$ cat src/sv/hub75_pkg.sv
`default_nettype none

package hub75_pkg;

    // panel geometry and color depth
    localparam int FRAME_ROWS  = 32;
    localparam int FRAME_COLS  = 64;
    localparam int COLOR_BITS  = 3;

    localparam int SCAN_LINES  = FRAME_ROWS / 2;
    localparam int LINE_SLOTS  = 2 * FRAME_COLS;
    localparam int STORE_DEPTH = SCAN_LINES * FRAME_COLS;

    localparam int ADDR_W = $clog2(STORE_DEPTH);
    localparam int LINE_W = $clog2(SCAN_LINES);
    localparam int SLOT_W = $clog2(LINE_SLOTS);

    // fixed input and pin field widths
    localparam int ROW_W      = 5;
    localparam int COL_W      = 6;
    localparam int PIN_COLOR_W = 3;
    localparam int PIN_LINE_W = 4;

    // queue between front and back
    localparam int QUEUE_DEPTH = 4;
    localparam int QUEUE_PTR_W = $clog2(QUEUE_DEPTH);
    localparam int QUEUE_CNT_W = $clog2(QUEUE_DEPTH + 1);

    // input item kinds
    localparam logic KIND_PIXEL = 1'b0;
    localparam logic KIND_TICK  = 1'b1;

    typedef enum logic [1:0] {
        OP_WR_UPPER,
        OP_WR_LOWER,
        OP_TICK
    } op_t;

    // classified command passed from front to back
    typedef struct packed {
        op_t                     op;
        logic [ADDR_W-1:0]       addr;
        logic [COLOR_BITS-1:0]   color;
        logic [PIN_LINE_W-1:0]   line;
        logic                    shift_clock;
        logic                    latch;
    } cmd_t;

    // one pin word
    typedef struct packed {
        logic [PIN_COLOR_W-1:0]  upper_color;
        logic [PIN_COLOR_W-1:0]  lower_color;
        logic [PIN_LINE_W-1:0]   line_address;
        logic                    shift_clock;
        logic                    latch;
    } pin_t;

endpackage

`default_nettype wire

$ cat src/sv/hub75_cmd_fifo.sv
`default_nettype none

module hub75_cmd_fifo
    import hub75_pkg::*;
(
    input  wire logic  clk,
    input  wire logic  rst_n,
    input  wire logic  push,
    input  wire cmd_t  push_cmd,
    output logic       not_full,
    input  wire logic  pop,
    output logic       pop_valid,
    output cmd_t       pop_cmd
);

    cmd_t                   entries [QUEUE_DEPTH];
    logic [QUEUE_PTR_W-1:0] wr_ptr_reg, wr_ptr_next;
    logic [QUEUE_PTR_W-1:0] rd_ptr_reg, rd_ptr_next;
    logic [QUEUE_CNT_W-1:0] count_reg, count_next;

    assign not_full  = count_reg != QUEUE_CNT_W'(QUEUE_DEPTH);
    assign pop_valid = count_reg != '0;
    assign pop_cmd   = entries[rd_ptr_reg];

    // pointer and fill update
    always_comb
    begin
        wr_ptr_next = wr_ptr_reg;
        rd_ptr_next = rd_ptr_reg;
        count_next  = count_reg;
        if (push)
            wr_ptr_next = (wr_ptr_reg == QUEUE_PTR_W'(QUEUE_DEPTH - 1)) ? '0
                                                            : wr_ptr_reg + QUEUE_PTR_W'(1);
        if (pop)
            rd_ptr_next = (rd_ptr_reg == QUEUE_PTR_W'(QUEUE_DEPTH - 1)) ? '0
                                                            : rd_ptr_reg + QUEUE_PTR_W'(1);
        if (push && !pop)
            count_next = count_reg + QUEUE_CNT_W'(1);
        else if (pop && !push)
            count_next = count_reg - QUEUE_CNT_W'(1);
    end

    always_ff @(posedge clk)
    begin
        if (push)
            entries[wr_ptr_reg] <= push_cmd;
    end

    always_ff @(posedge clk or negedge rst_n)
    begin
        if (!rst_n)
        begin
            wr_ptr_reg <= '0;
            rd_ptr_reg <= '0;
            count_reg  <= '0;
        end
        else
        begin
            wr_ptr_reg <= wr_ptr_next;
            rd_ptr_reg <= rd_ptr_next;
            count_reg  <= count_next;
        end
    end

endmodule

`default_nettype wire

$ cat config.mk
export PLATFORM = sky130hd
export DESIGN_NAME = hub75_cmd_fifo
export DESIGN_NICKNAME = d
export VERILOG_FILES = /design/src/sv/hub75_pkg.sv /design/src/sv/hub75_cmd_fifo.sv
export SDC_FILE = /design/constraint.sdc
export NUM_CORES = 1
export LEC_CHECK = 0
export BUFFER_PORTS_ARGS = -buffer_cell sky130_fd_sc_hd__buf_4
export CAP_MARGIN = 25
export CORE_MARGIN = 2
export CORE_UTILIZATION = 46
export DETAILED_ROUTE_END_ITERATION = 7
export GPL_ROUTABILITY_DRIVEN = 0
export PLACE_DENSITY = 0.7
export SYNTH_ARGS = -nofsm -noshare
export SYNTH_HDL_FRONTEND = slang
export SYNTH_SLANG_ARGS = --single-unit
$ cat constraint.sdc
create_clock -name clk -period 4.38 [get_ports clk]
set_input_delay 0.657 -clock clk [delete_from_list [all_inputs] [get_ports clk]]
set_output_delay 0.657 -clock clk [all_outputs]
set_load 0.1 [all_outputs]
==> flow_metrics.tcl <==
set metrics [dict create \
    stdcell_count 310 \
    ant_nets 0 \
    drt-initial-drc-count 68 \
    worstPathRequired_ps 3720 \
    crit_slowest_cell "dfrtp_1" \
    syn_to_final_growth_pct 20.63 \
    grt_pass1_vias 1785 \
    synthTopCellsByArea "edfxtp_1 (72%), mux4_2 (12%), dfrtp_1 (5.0%)" \
    cts_buffers 9 \
    die-area_sq_um 8279 \
    relSlewSlack_pct 30.80 \
    post_cts_buffers 0 \
    synth-seq-cells 91 \
    num_rows 31 \
    yosysTopAreaCellShare_pct 72.47 \
    rsz0062_at_grt "no" \
    post-place-ws_ps 1644 \
    first_pass_iters 4 \
    grt_use_total_pct 15.28 \
    setup_tns_ps 0 \
    antenna_found_initial 0 \
    clock_latency_ps 340 \
    die_w_microns 90.99 \
    fmax_ghz 0.3267 \
    finalNetCount 238 \
    setup_slack_ps 1319 \
    reg2reg_setup_slack_ps 2480 \
    syn-num-nets 180 \
    yosysWarnings 0 \
    vias 1612 \
    n_antenna_cell 0 \
    cp_num_buf_inv 2 \
    yosysSeqAreaShare_pct 77.50 \
    fin_skew_ps 5.278 \
    synthCells 148 \
    path_cells "buf_4, mux4_2, buf_4" \
    use_met2_pct 26.85 \
    cts-root-buf "clkbuf_8" \
    drc_errors 0 \
    die_y_microns 90.99 \
    wl_per_cell_microns 19.08 \
    drive_gt1_share_pct 40.28 \
    start_kind "flip-flop" \
    cp.arrival_ps 2400 \
    path_class "flip-flop to output pin" \
    dp_cells 294 \
    reg2reg_depth 3 \
    layout_commonest_cell "edfxtp_1" \
    crit_path_max_fanout 14 \
    syn-cell-area_sq_um 3481 \
    grt.busiest_layer "met2" \
    finalSetupViolCount 0 \
    cp.depth 3 \
    grt_use_met3_pct 3.402 \
    final.min_clock_period_ps 3061 \
    grt_use_met1_pct 18.46 \
    synth.distinct_cells 18 \
    cts_buffer_depth 2 \
    fp.coreArea_sq_um 7292 \
    cp_common_cell "buf_4" \
    final.period_utilization_pct 69.88 \
    synth.avg_cell_area_sq_um 23.52 \
    drv_slew 0 \
    clk_pin_slew_worst_paths_ps 80 \
    finish.utilization_pct 57.58 \
    path_delay_family "flip-flops" \
    grt_first_pass_wirelength_microns 9335 \
    run_status "finished clean" \
    overflow 0 \
    worst_slew_pin_slew_ps 1038 \
    min_path_type "primary input to async pin" \
    hold_violations 0 \
    postCtsHoldBufs 0 \
    final_cell_mix "edfxtp_1 (84), buf_4 (48), mux4_2 (18)" \
    post_cts_resized 0 \
    cpPeakStageDelay_ps 900 \
    routed_via_density 5.200 \
    largest_reg_flops 84 \
    start_util_pct 47.74 \
    grt_max_degree 24 \
    clock_sinks 91 \
    synth_area_leader_cell "edfxtp_1" \
    port_buffers 47 \
    boundaryPins 48 \
    maxCapViolCount 0 \
    hpwl_microns 4031 \
    wl_microns 5915 \
    htree_num_levels 3 \
    tritoncts "built" \
    end_kind "output pin" \
]
## cells in the mapped netlist, drive strengths merged
cell,number
and2,4
buf,5
dfrtp,7
edfxtp,84
fa,1
ha,6
inv,4
mux2,3
mux4,21
nand2,3
nor2,4
o21ai,2
or3,1
xnor2,1
xor2,2
## per-layer routing
| metal | part of all wire, % | vias to the layer above |
|---|---|---|
| met5 | 0 | - |
| met4 | 0.86 | 0 |
| met3 | 3.8 | 7 |
| met2 | 54 | 44 |
| met1 | 42 | 840 |
| li1 | - | 721 |
## stage by stage
| stage | instance area (sq um) | hold WS, ps |
|---|---|---|
| 6_report | 4199 | 111.0 |
| 5_1_grt | 4199 | 96.79 |
| 4_1_cts | 4199 | 100.9 |
| 3_5_place_dp | 4014 | 478.1 |
| 3_3_place_gp | 3904 | 470.0 |
| 2_1_floorplan | 3481 | 361.4 |
## cell families after synthesis
kind of cell,Yosys count,share of synthesized area (%)
flops,91,77.50
compound gates,2,0.2876
simple gates,12,1.653
buf+inv,9,2.193
fa+ha+maj,7,2.732
mux,24,14.88
xor+xnor,3,0.7550
## area by class of cell
type,instances,area (sq um)
well taps,99,123.9
clock buffers,11,131.4
inverters,4,15.01
clock inverters,5,53.80
multi-input cells,48,706.9
fillers,583,3093
flip-flops and latches,91,2698
repair buffers,52,470.5
## final timing paths
check / from / end
worst max-delay path: rd_ptr_reg[0] / pop_cmd[4]
worst min-delay path: rst_n / rd_ptr_reg[0]
worst max register to register: rd_ptr_reg[0] / rd_ptr_reg[1]
worst min register to register: count_reg[2] / count_reg[2]
max in group asynchronous: rst_n / count_reg[2]
min in group clk: count_reg[2] / count_reg[2]
Power is not shown: default switching activity piles up to over one toggle a cycle in this logic, so the estimate is an artifact.
