$ cat src/sv/hub75_pkg.sv
`default_nettype none

package hub75_pkg;

    // panel geometry and color depth
    localparam int FRAME_ROWS  = 32;
    localparam int FRAME_COLS  = 64;
    localparam int COLOR_BITS  = 3;

    localparam int SCAN_LINES  = FRAME_ROWS / 2;
    localparam int LINE_SLOTS  = 2 * FRAME_COLS;
    localparam int STORE_DEPTH = SCAN_LINES * FRAME_COLS;

    localparam int ADDR_W = $clog2(STORE_DEPTH);
    localparam int LINE_W = $clog2(SCAN_LINES);
    localparam int SLOT_W = $clog2(LINE_SLOTS);

    // fixed input and pin field widths
    localparam int ROW_W      = 5;
    localparam int COL_W      = 6;
    localparam int PIN_COLOR_W = 3;
    localparam int PIN_LINE_W = 4;

    // queue between front and back
    localparam int QUEUE_DEPTH = 4;
    localparam int QUEUE_PTR_W = $clog2(QUEUE_DEPTH);
    localparam int QUEUE_CNT_W = $clog2(QUEUE_DEPTH + 1);

    // input item kinds
    localparam logic KIND_PIXEL = 1'b0;
    localparam logic KIND_TICK  = 1'b1;

    typedef enum logic [1:0] {
        OP_WR_UPPER,
        OP_WR_LOWER,
        OP_TICK
    } op_t;

    // classified command passed from front to back
    typedef struct packed {
        op_t                     op;
        logic [ADDR_W-1:0]       addr;
        logic [COLOR_BITS-1:0]   color;
        logic [PIN_LINE_W-1:0]   line;
        logic                    shift_clock;
        logic                    latch;
    } cmd_t;

    // one pin word
    typedef struct packed {
        logic [PIN_COLOR_W-1:0]  upper_color;
        logic [PIN_COLOR_W-1:0]  lower_color;
        logic [PIN_LINE_W-1:0]   line_address;
        logic                    shift_clock;
        logic                    latch;
    } pin_t;

endpackage

`default_nettype wire

$ cat src/sv/hub75_front.sv
`default_nettype none

module hub75_front
    import hub75_pkg::*;
(
    input  wire logic              clk,
    input  wire logic              rst_n,
    input  wire logic              accept,
    input  wire logic              kind,
    input  wire logic [ROW_W-1:0]  pixel_row,
    input  wire logic [COL_W-1:0]  pixel_column,
    input  wire logic [2:0]        pixel_color,
    output logic                   push,
    output cmd_t                   cmd
);

    logic [LINE_W-1:0] line_reg, line_next;
    logic [SLOT_W-1:0] slot_reg, slot_next;
    logic [ADDR_W-1:0] addr_reg, addr_next;

    logic [ROW_W-1:0]  panel_row;
    logic [ROW_W-1:0]  half_row;
    logic              is_upper;
    logic              in_frame;
    logic              last_slot;
    logic              last_line;
    logic [ADDR_W-1:0] wr_addr;

    // row remap: first row of each half moves to the end of the upper half or frame
    always_comb
    begin
        if (pixel_row == '0)
            panel_row = ROW_W'(SCAN_LINES - 1);
        else if (pixel_row == ROW_W'(SCAN_LINES))
            panel_row = ROW_W'(FRAME_ROWS - 1);
        else
            panel_row = pixel_row - ROW_W'(1);
        is_upper = int'(panel_row) < SCAN_LINES;
        half_row = is_upper ? panel_row : (panel_row - ROW_W'(SCAN_LINES));
        in_frame = (int'(pixel_row) < FRAME_ROWS) && (int'(pixel_column) < FRAME_COLS);
        wr_addr  = ADDR_W'(half_row) * ADDR_W'(FRAME_COLS) + ADDR_W'(pixel_column);
    end

    // scan position bookkeeping
    always_comb
    begin
        last_slot = slot_reg == SLOT_W'(LINE_SLOTS - 1);
        last_line = line_reg == LINE_W'(SCAN_LINES - 1);
        line_next = line_reg;
        slot_next = slot_reg;
        addr_next = addr_reg;
        if (accept && kind == KIND_TICK)
        begin
            if (last_slot)
            begin
                slot_next = '0;
                line_next = last_line ? '0 : line_reg + LINE_W'(1);
            end
            else
            begin
                slot_next = slot_reg + SLOT_W'(1);
            end
            if (last_slot && last_line)
                addr_next = '0;
            else if (slot_reg[0])
                addr_next = addr_reg + ADDR_W'(1);
        end
    end

    // command build
    always_comb
    begin
        cmd.color       = COLOR_BITS'(pixel_color);
        cmd.line        = PIN_LINE_W'(line_reg);
        cmd.shift_clock = !slot_reg[0];
        cmd.latch       = int'(slot_reg) >= LINE_SLOTS - 2;
        if (kind == KIND_TICK)
        begin
            cmd.op   = OP_TICK;
            cmd.addr = addr_reg;
            push     = accept;
        end
        else
        begin
            cmd.op   = is_upper ? OP_WR_UPPER : OP_WR_LOWER;
            cmd.addr = wr_addr;
            push     = accept && in_frame;
        end
    end

    always_ff @(posedge clk or negedge rst_n)
    begin
        if (!rst_n)
        begin
            line_reg <= '0;
            slot_reg <= '0;
            addr_reg <= '0;
        end
        else
        begin
            line_reg <= line_next;
            slot_reg <= slot_next;
            addr_reg <= addr_next;
        end
    end

endmodule

`default_nettype wire

$ cat config.mk
export PLATFORM = sky130hd
export DESIGN_NAME = hub75_front
export DESIGN_NICKNAME = d
export VERILOG_FILES = /design/src/sv/hub75_pkg.sv /design/src/sv/hub75_front.sv
export SDC_FILE = /design/constraint.sdc
export NUM_CORES = 1
export LEC_CHECK = 0
export CAP_MARGIN = 10
export CORE_MARGIN = 2
export CORE_UTILIZATION = 40
export CTS_CLUSTER_DIAMETER = 60
export CTS_CLUSTER_SIZE = 40
export DETAILED_ROUTE_END_ITERATION = 16
export DONT_BUFFER_PORTS = 1
export GPL_TIMING_DRIVEN = 0
export HOLD_SLACK_MARGIN = 0.12
export SYNTH_ARGS = -nofsm -noshare
export SYNTH_HDL_FRONTEND = slang
export SYNTH_SLANG_ARGS = --single-unit
$ cat constraint.sdc
create_clock -name clk -period 2.4 [get_ports clk]
set_clock_uncertainty 0.1 [all_clocks]
set_input_delay 0.36 -clock clk [delete_from_list [all_inputs] [get_ports clk]]
set_output_delay 0.36 -clock clk [all_outputs]
set_load 0.01 [all_outputs]
==> impl_metrics.tcl <==
set metrics [dict create \
    status "finished, final reports clean" \
    holdWs_ns 0.1984 \
    worst-setup-path-type "reg -> reg" \
    hpwl_um 1949 \
    rows 20 \
    p_per_area_mw_per_mm2 703.0 \
    largest_register_ffs 10 \
    antenna_left 0 \
    cts_htree_levels 1 \
    clock-root-buffer "clkbuf_4" \
    initial_core_util 0.4256 \
    synth_most_common_cell "dfrtp_1" \
    cp-end-kind "flop" \
    via_per_inst 5.335 \
    synth_top_area_frac 0.4011 \
    layout-drive-gt1-share 0.1812 \
    syn_to_final_growth_pct 6.972 \
    final_area_sq_mm 0.001401 \
    drc_errors 0 \
    finalCriticalPeriod_ns 1.877 \
    synth_area_leaders "dfrtp_1 40%, xnor2_1 8.0%, mux2_2 5.2%" \
    cts_tree "built" \
    post_cts_buffers 0 \
    synth_ff_type "dfrtp_1" \
    cts.sinks 21 \
    placed_area_sq_mm 0.001365 \
    dieArea_sq_mm 0.003749 \
    yosys_warnings 0 \
    synth_edf_count 0 \
    grt_pass1_vias 937 \
    synth_area_per_cell_sq_um 9.850 \
    first_pass_iters 4 \
    grtUsageTotal 0.1484 \
    max_slew_margin 0.3483 \
    overflow 0 \
    antenna_found_initial 0 \
    grt_pass1_wl_um 4167 \
    setup_viol 0 \
    io_pins 40 \
    syn_inst 133 \
    synth_seq_cells 21 \
    die_w_um 61.23 \
    startpoint_type "flop" \
    ys_seq_area_frac 0.4011 \
    critPathRequiredTime_ns 2.49 \
    final_nets 162 \
    synth_area_sq_mm 0.001310 \
    wire_per_inst_um 14.14 \
    async_reset_ff_frac 1.000 \
    crit_fanout 7 \
    diodes 0 \
    synthTopCellsByCount "21 x dfrtp_1, 15 x nor2_1, 12 x xnor2_1" \
    grt_start_max_net_pins 22 \
    synth_nets 156 \
    rsz0062_at_grt "false" \
    leakagePower_nw 0.6223 \
    instances_no_fill 182 \
    drv_slew 0 \
    clkLatencyLatePin_ns 0.30 \
    drv_cap 0 \
    final_core_utilization 0.4553 \
    clk_pin_slew_ns 0.11 \
    ys_types 31 \
    drtIter0Drc 31 \
    vias 971 \
    critPathArrivalTime_ns 1.97 \
    place_congestion 0.7935 \
    hold_viol 0 \
    cts_resized 0 \
    portBuffers 0 \
    yosysTopAreaCell "dfrtp_1" \
    fp.coreArea_sq_mm 0.003078 \
    hold_path.class "in -> reg" \
    die_h_um 61.23 \
    fin_crit_sh 0.7820 \
    cts-buffers-inserted 3 \
    tightestPinTransition_ns 0.9743 \
    irDropWorstVdd_mv 0.2758 \
    place_inst 177 \
    routed_wl_um 2573 \
    fin_tns_setup_ns 0 \
    clockBufferDepth 2 \
    fmax_ghz 0.5328 \
]
==> per-layer routing <==
metal  vias up  part of all wire  track usage
met5         -                 0            0
met2        23              0.51       0.2553
met3         2             0.054      0.03992
li1        473                 -            -
met1       473              0.44       0.1807
met4         0            0.0035      0.04658
==> layout by cell type, fill, tap and decap left out, types with 2 or more instances in the layout <==
cell      instances
a21oi_1           4
a31oi_1           2
and3_1            4
and4_1            3
buf_2             3
buf_4             5
clkbuf_4          3
dfrtp_1          21
ha_1              5
inv_1             6
mux2_2            6
mux2_4            2
nand2_1           6
nand3_1           9
nand4_1           5
nor2_1           15
nor3_1            3
nor3b_1           2
o21ai_0           5
xnor2_1          12
xor2_1            4
==> timing repair <==
action,CTS,global route
hold buffers,1,0
endpoints found under the setup margin,0,0
hold endpoints to repair,21,0
==> through the flow <==
stage,setup slack (ns),power [mW]
after global routing,0.4177,1.060
after global placement,0.5456,0.8027
after detailed placement,0.5323,0.8158
after CTS,0.5084,0.9947
after floorplan,0.7553,0.7450
final,0.5233,0.9851
==> cell type report <==
type / instances / area [sq um]
buffer: 8 / 52.55
clock buffer: 4 / 26.28
fill: 312 / 1677
inverter: 6 / 22.52
multi-input combinational: 98 / 709.4
sequential: 21 / 525.5
tap: 44 / 55.05
timing repair buffer: 1 / 10.01
==> path summary, 6_finish.rpt <==
| check | start | end | slack, ns | cells after the start |
|---|---|---|---|---|
| max | slot_reg[1]$_DFFE_PN0P_ | line_reg[0]$_DFFE_PN0P_ | 0.52 | 4 |
| min | accept | slot_reg[1]$_DFFE_PN0P_ | 0.20 | 2 |
| max reg2reg | slot_reg[1]$_DFFE_PN0P_ | line_reg[0]$_DFFE_PN0P_ | 0.52 | 4 |
| min reg2reg | addr_reg[9]$_DFFE_PN0P_ | addr_reg[9]$_DFFE_PN0P_ | 0.46 | 2 |
| max in group asynchronous | rst_n | addr_reg[7]$_DFFE_PN0P_ | 1.06 | 1 |
| min in group asynchronous | rst_n | addr_reg[3]$_DFFE_PN0P_ | 0.55 | 1 |
==> logic make-up (layout without fill, tap and decap cells) <==
kind of cell	Yosys count	in the layout	synth area share
muxes	9	9	0.08214
adders and majority gates	5	5	0.04776
DFF	21	21	0.4011
buffers and inverters	14	19	0.05731
xor gates and xnor gates	16	16	0.1070
and+or+nand+nor	53	53	0.2359
AOI/OAI and AO/OA	15	15	0.06876
==> worst max-delay path, stage by stage, from the launching register on <==
cell and delay, ns:
dfrtp_1 0.49, ha_1 0.24, nand3_1 0.23, nor3_4 0.38, mux2_4 0.33
==> power by group <==
| group | internal, mW | switching, mW | total (mW) |
|---|---|---|---|
| registers | 0.429 | 0.133 | 0.562 |
| clock network | 0.0647 | 0.107 | 0.172 |
| logic | 0.118 | 0.134 | 0.251 |
(Power assumes the default switching activity.)
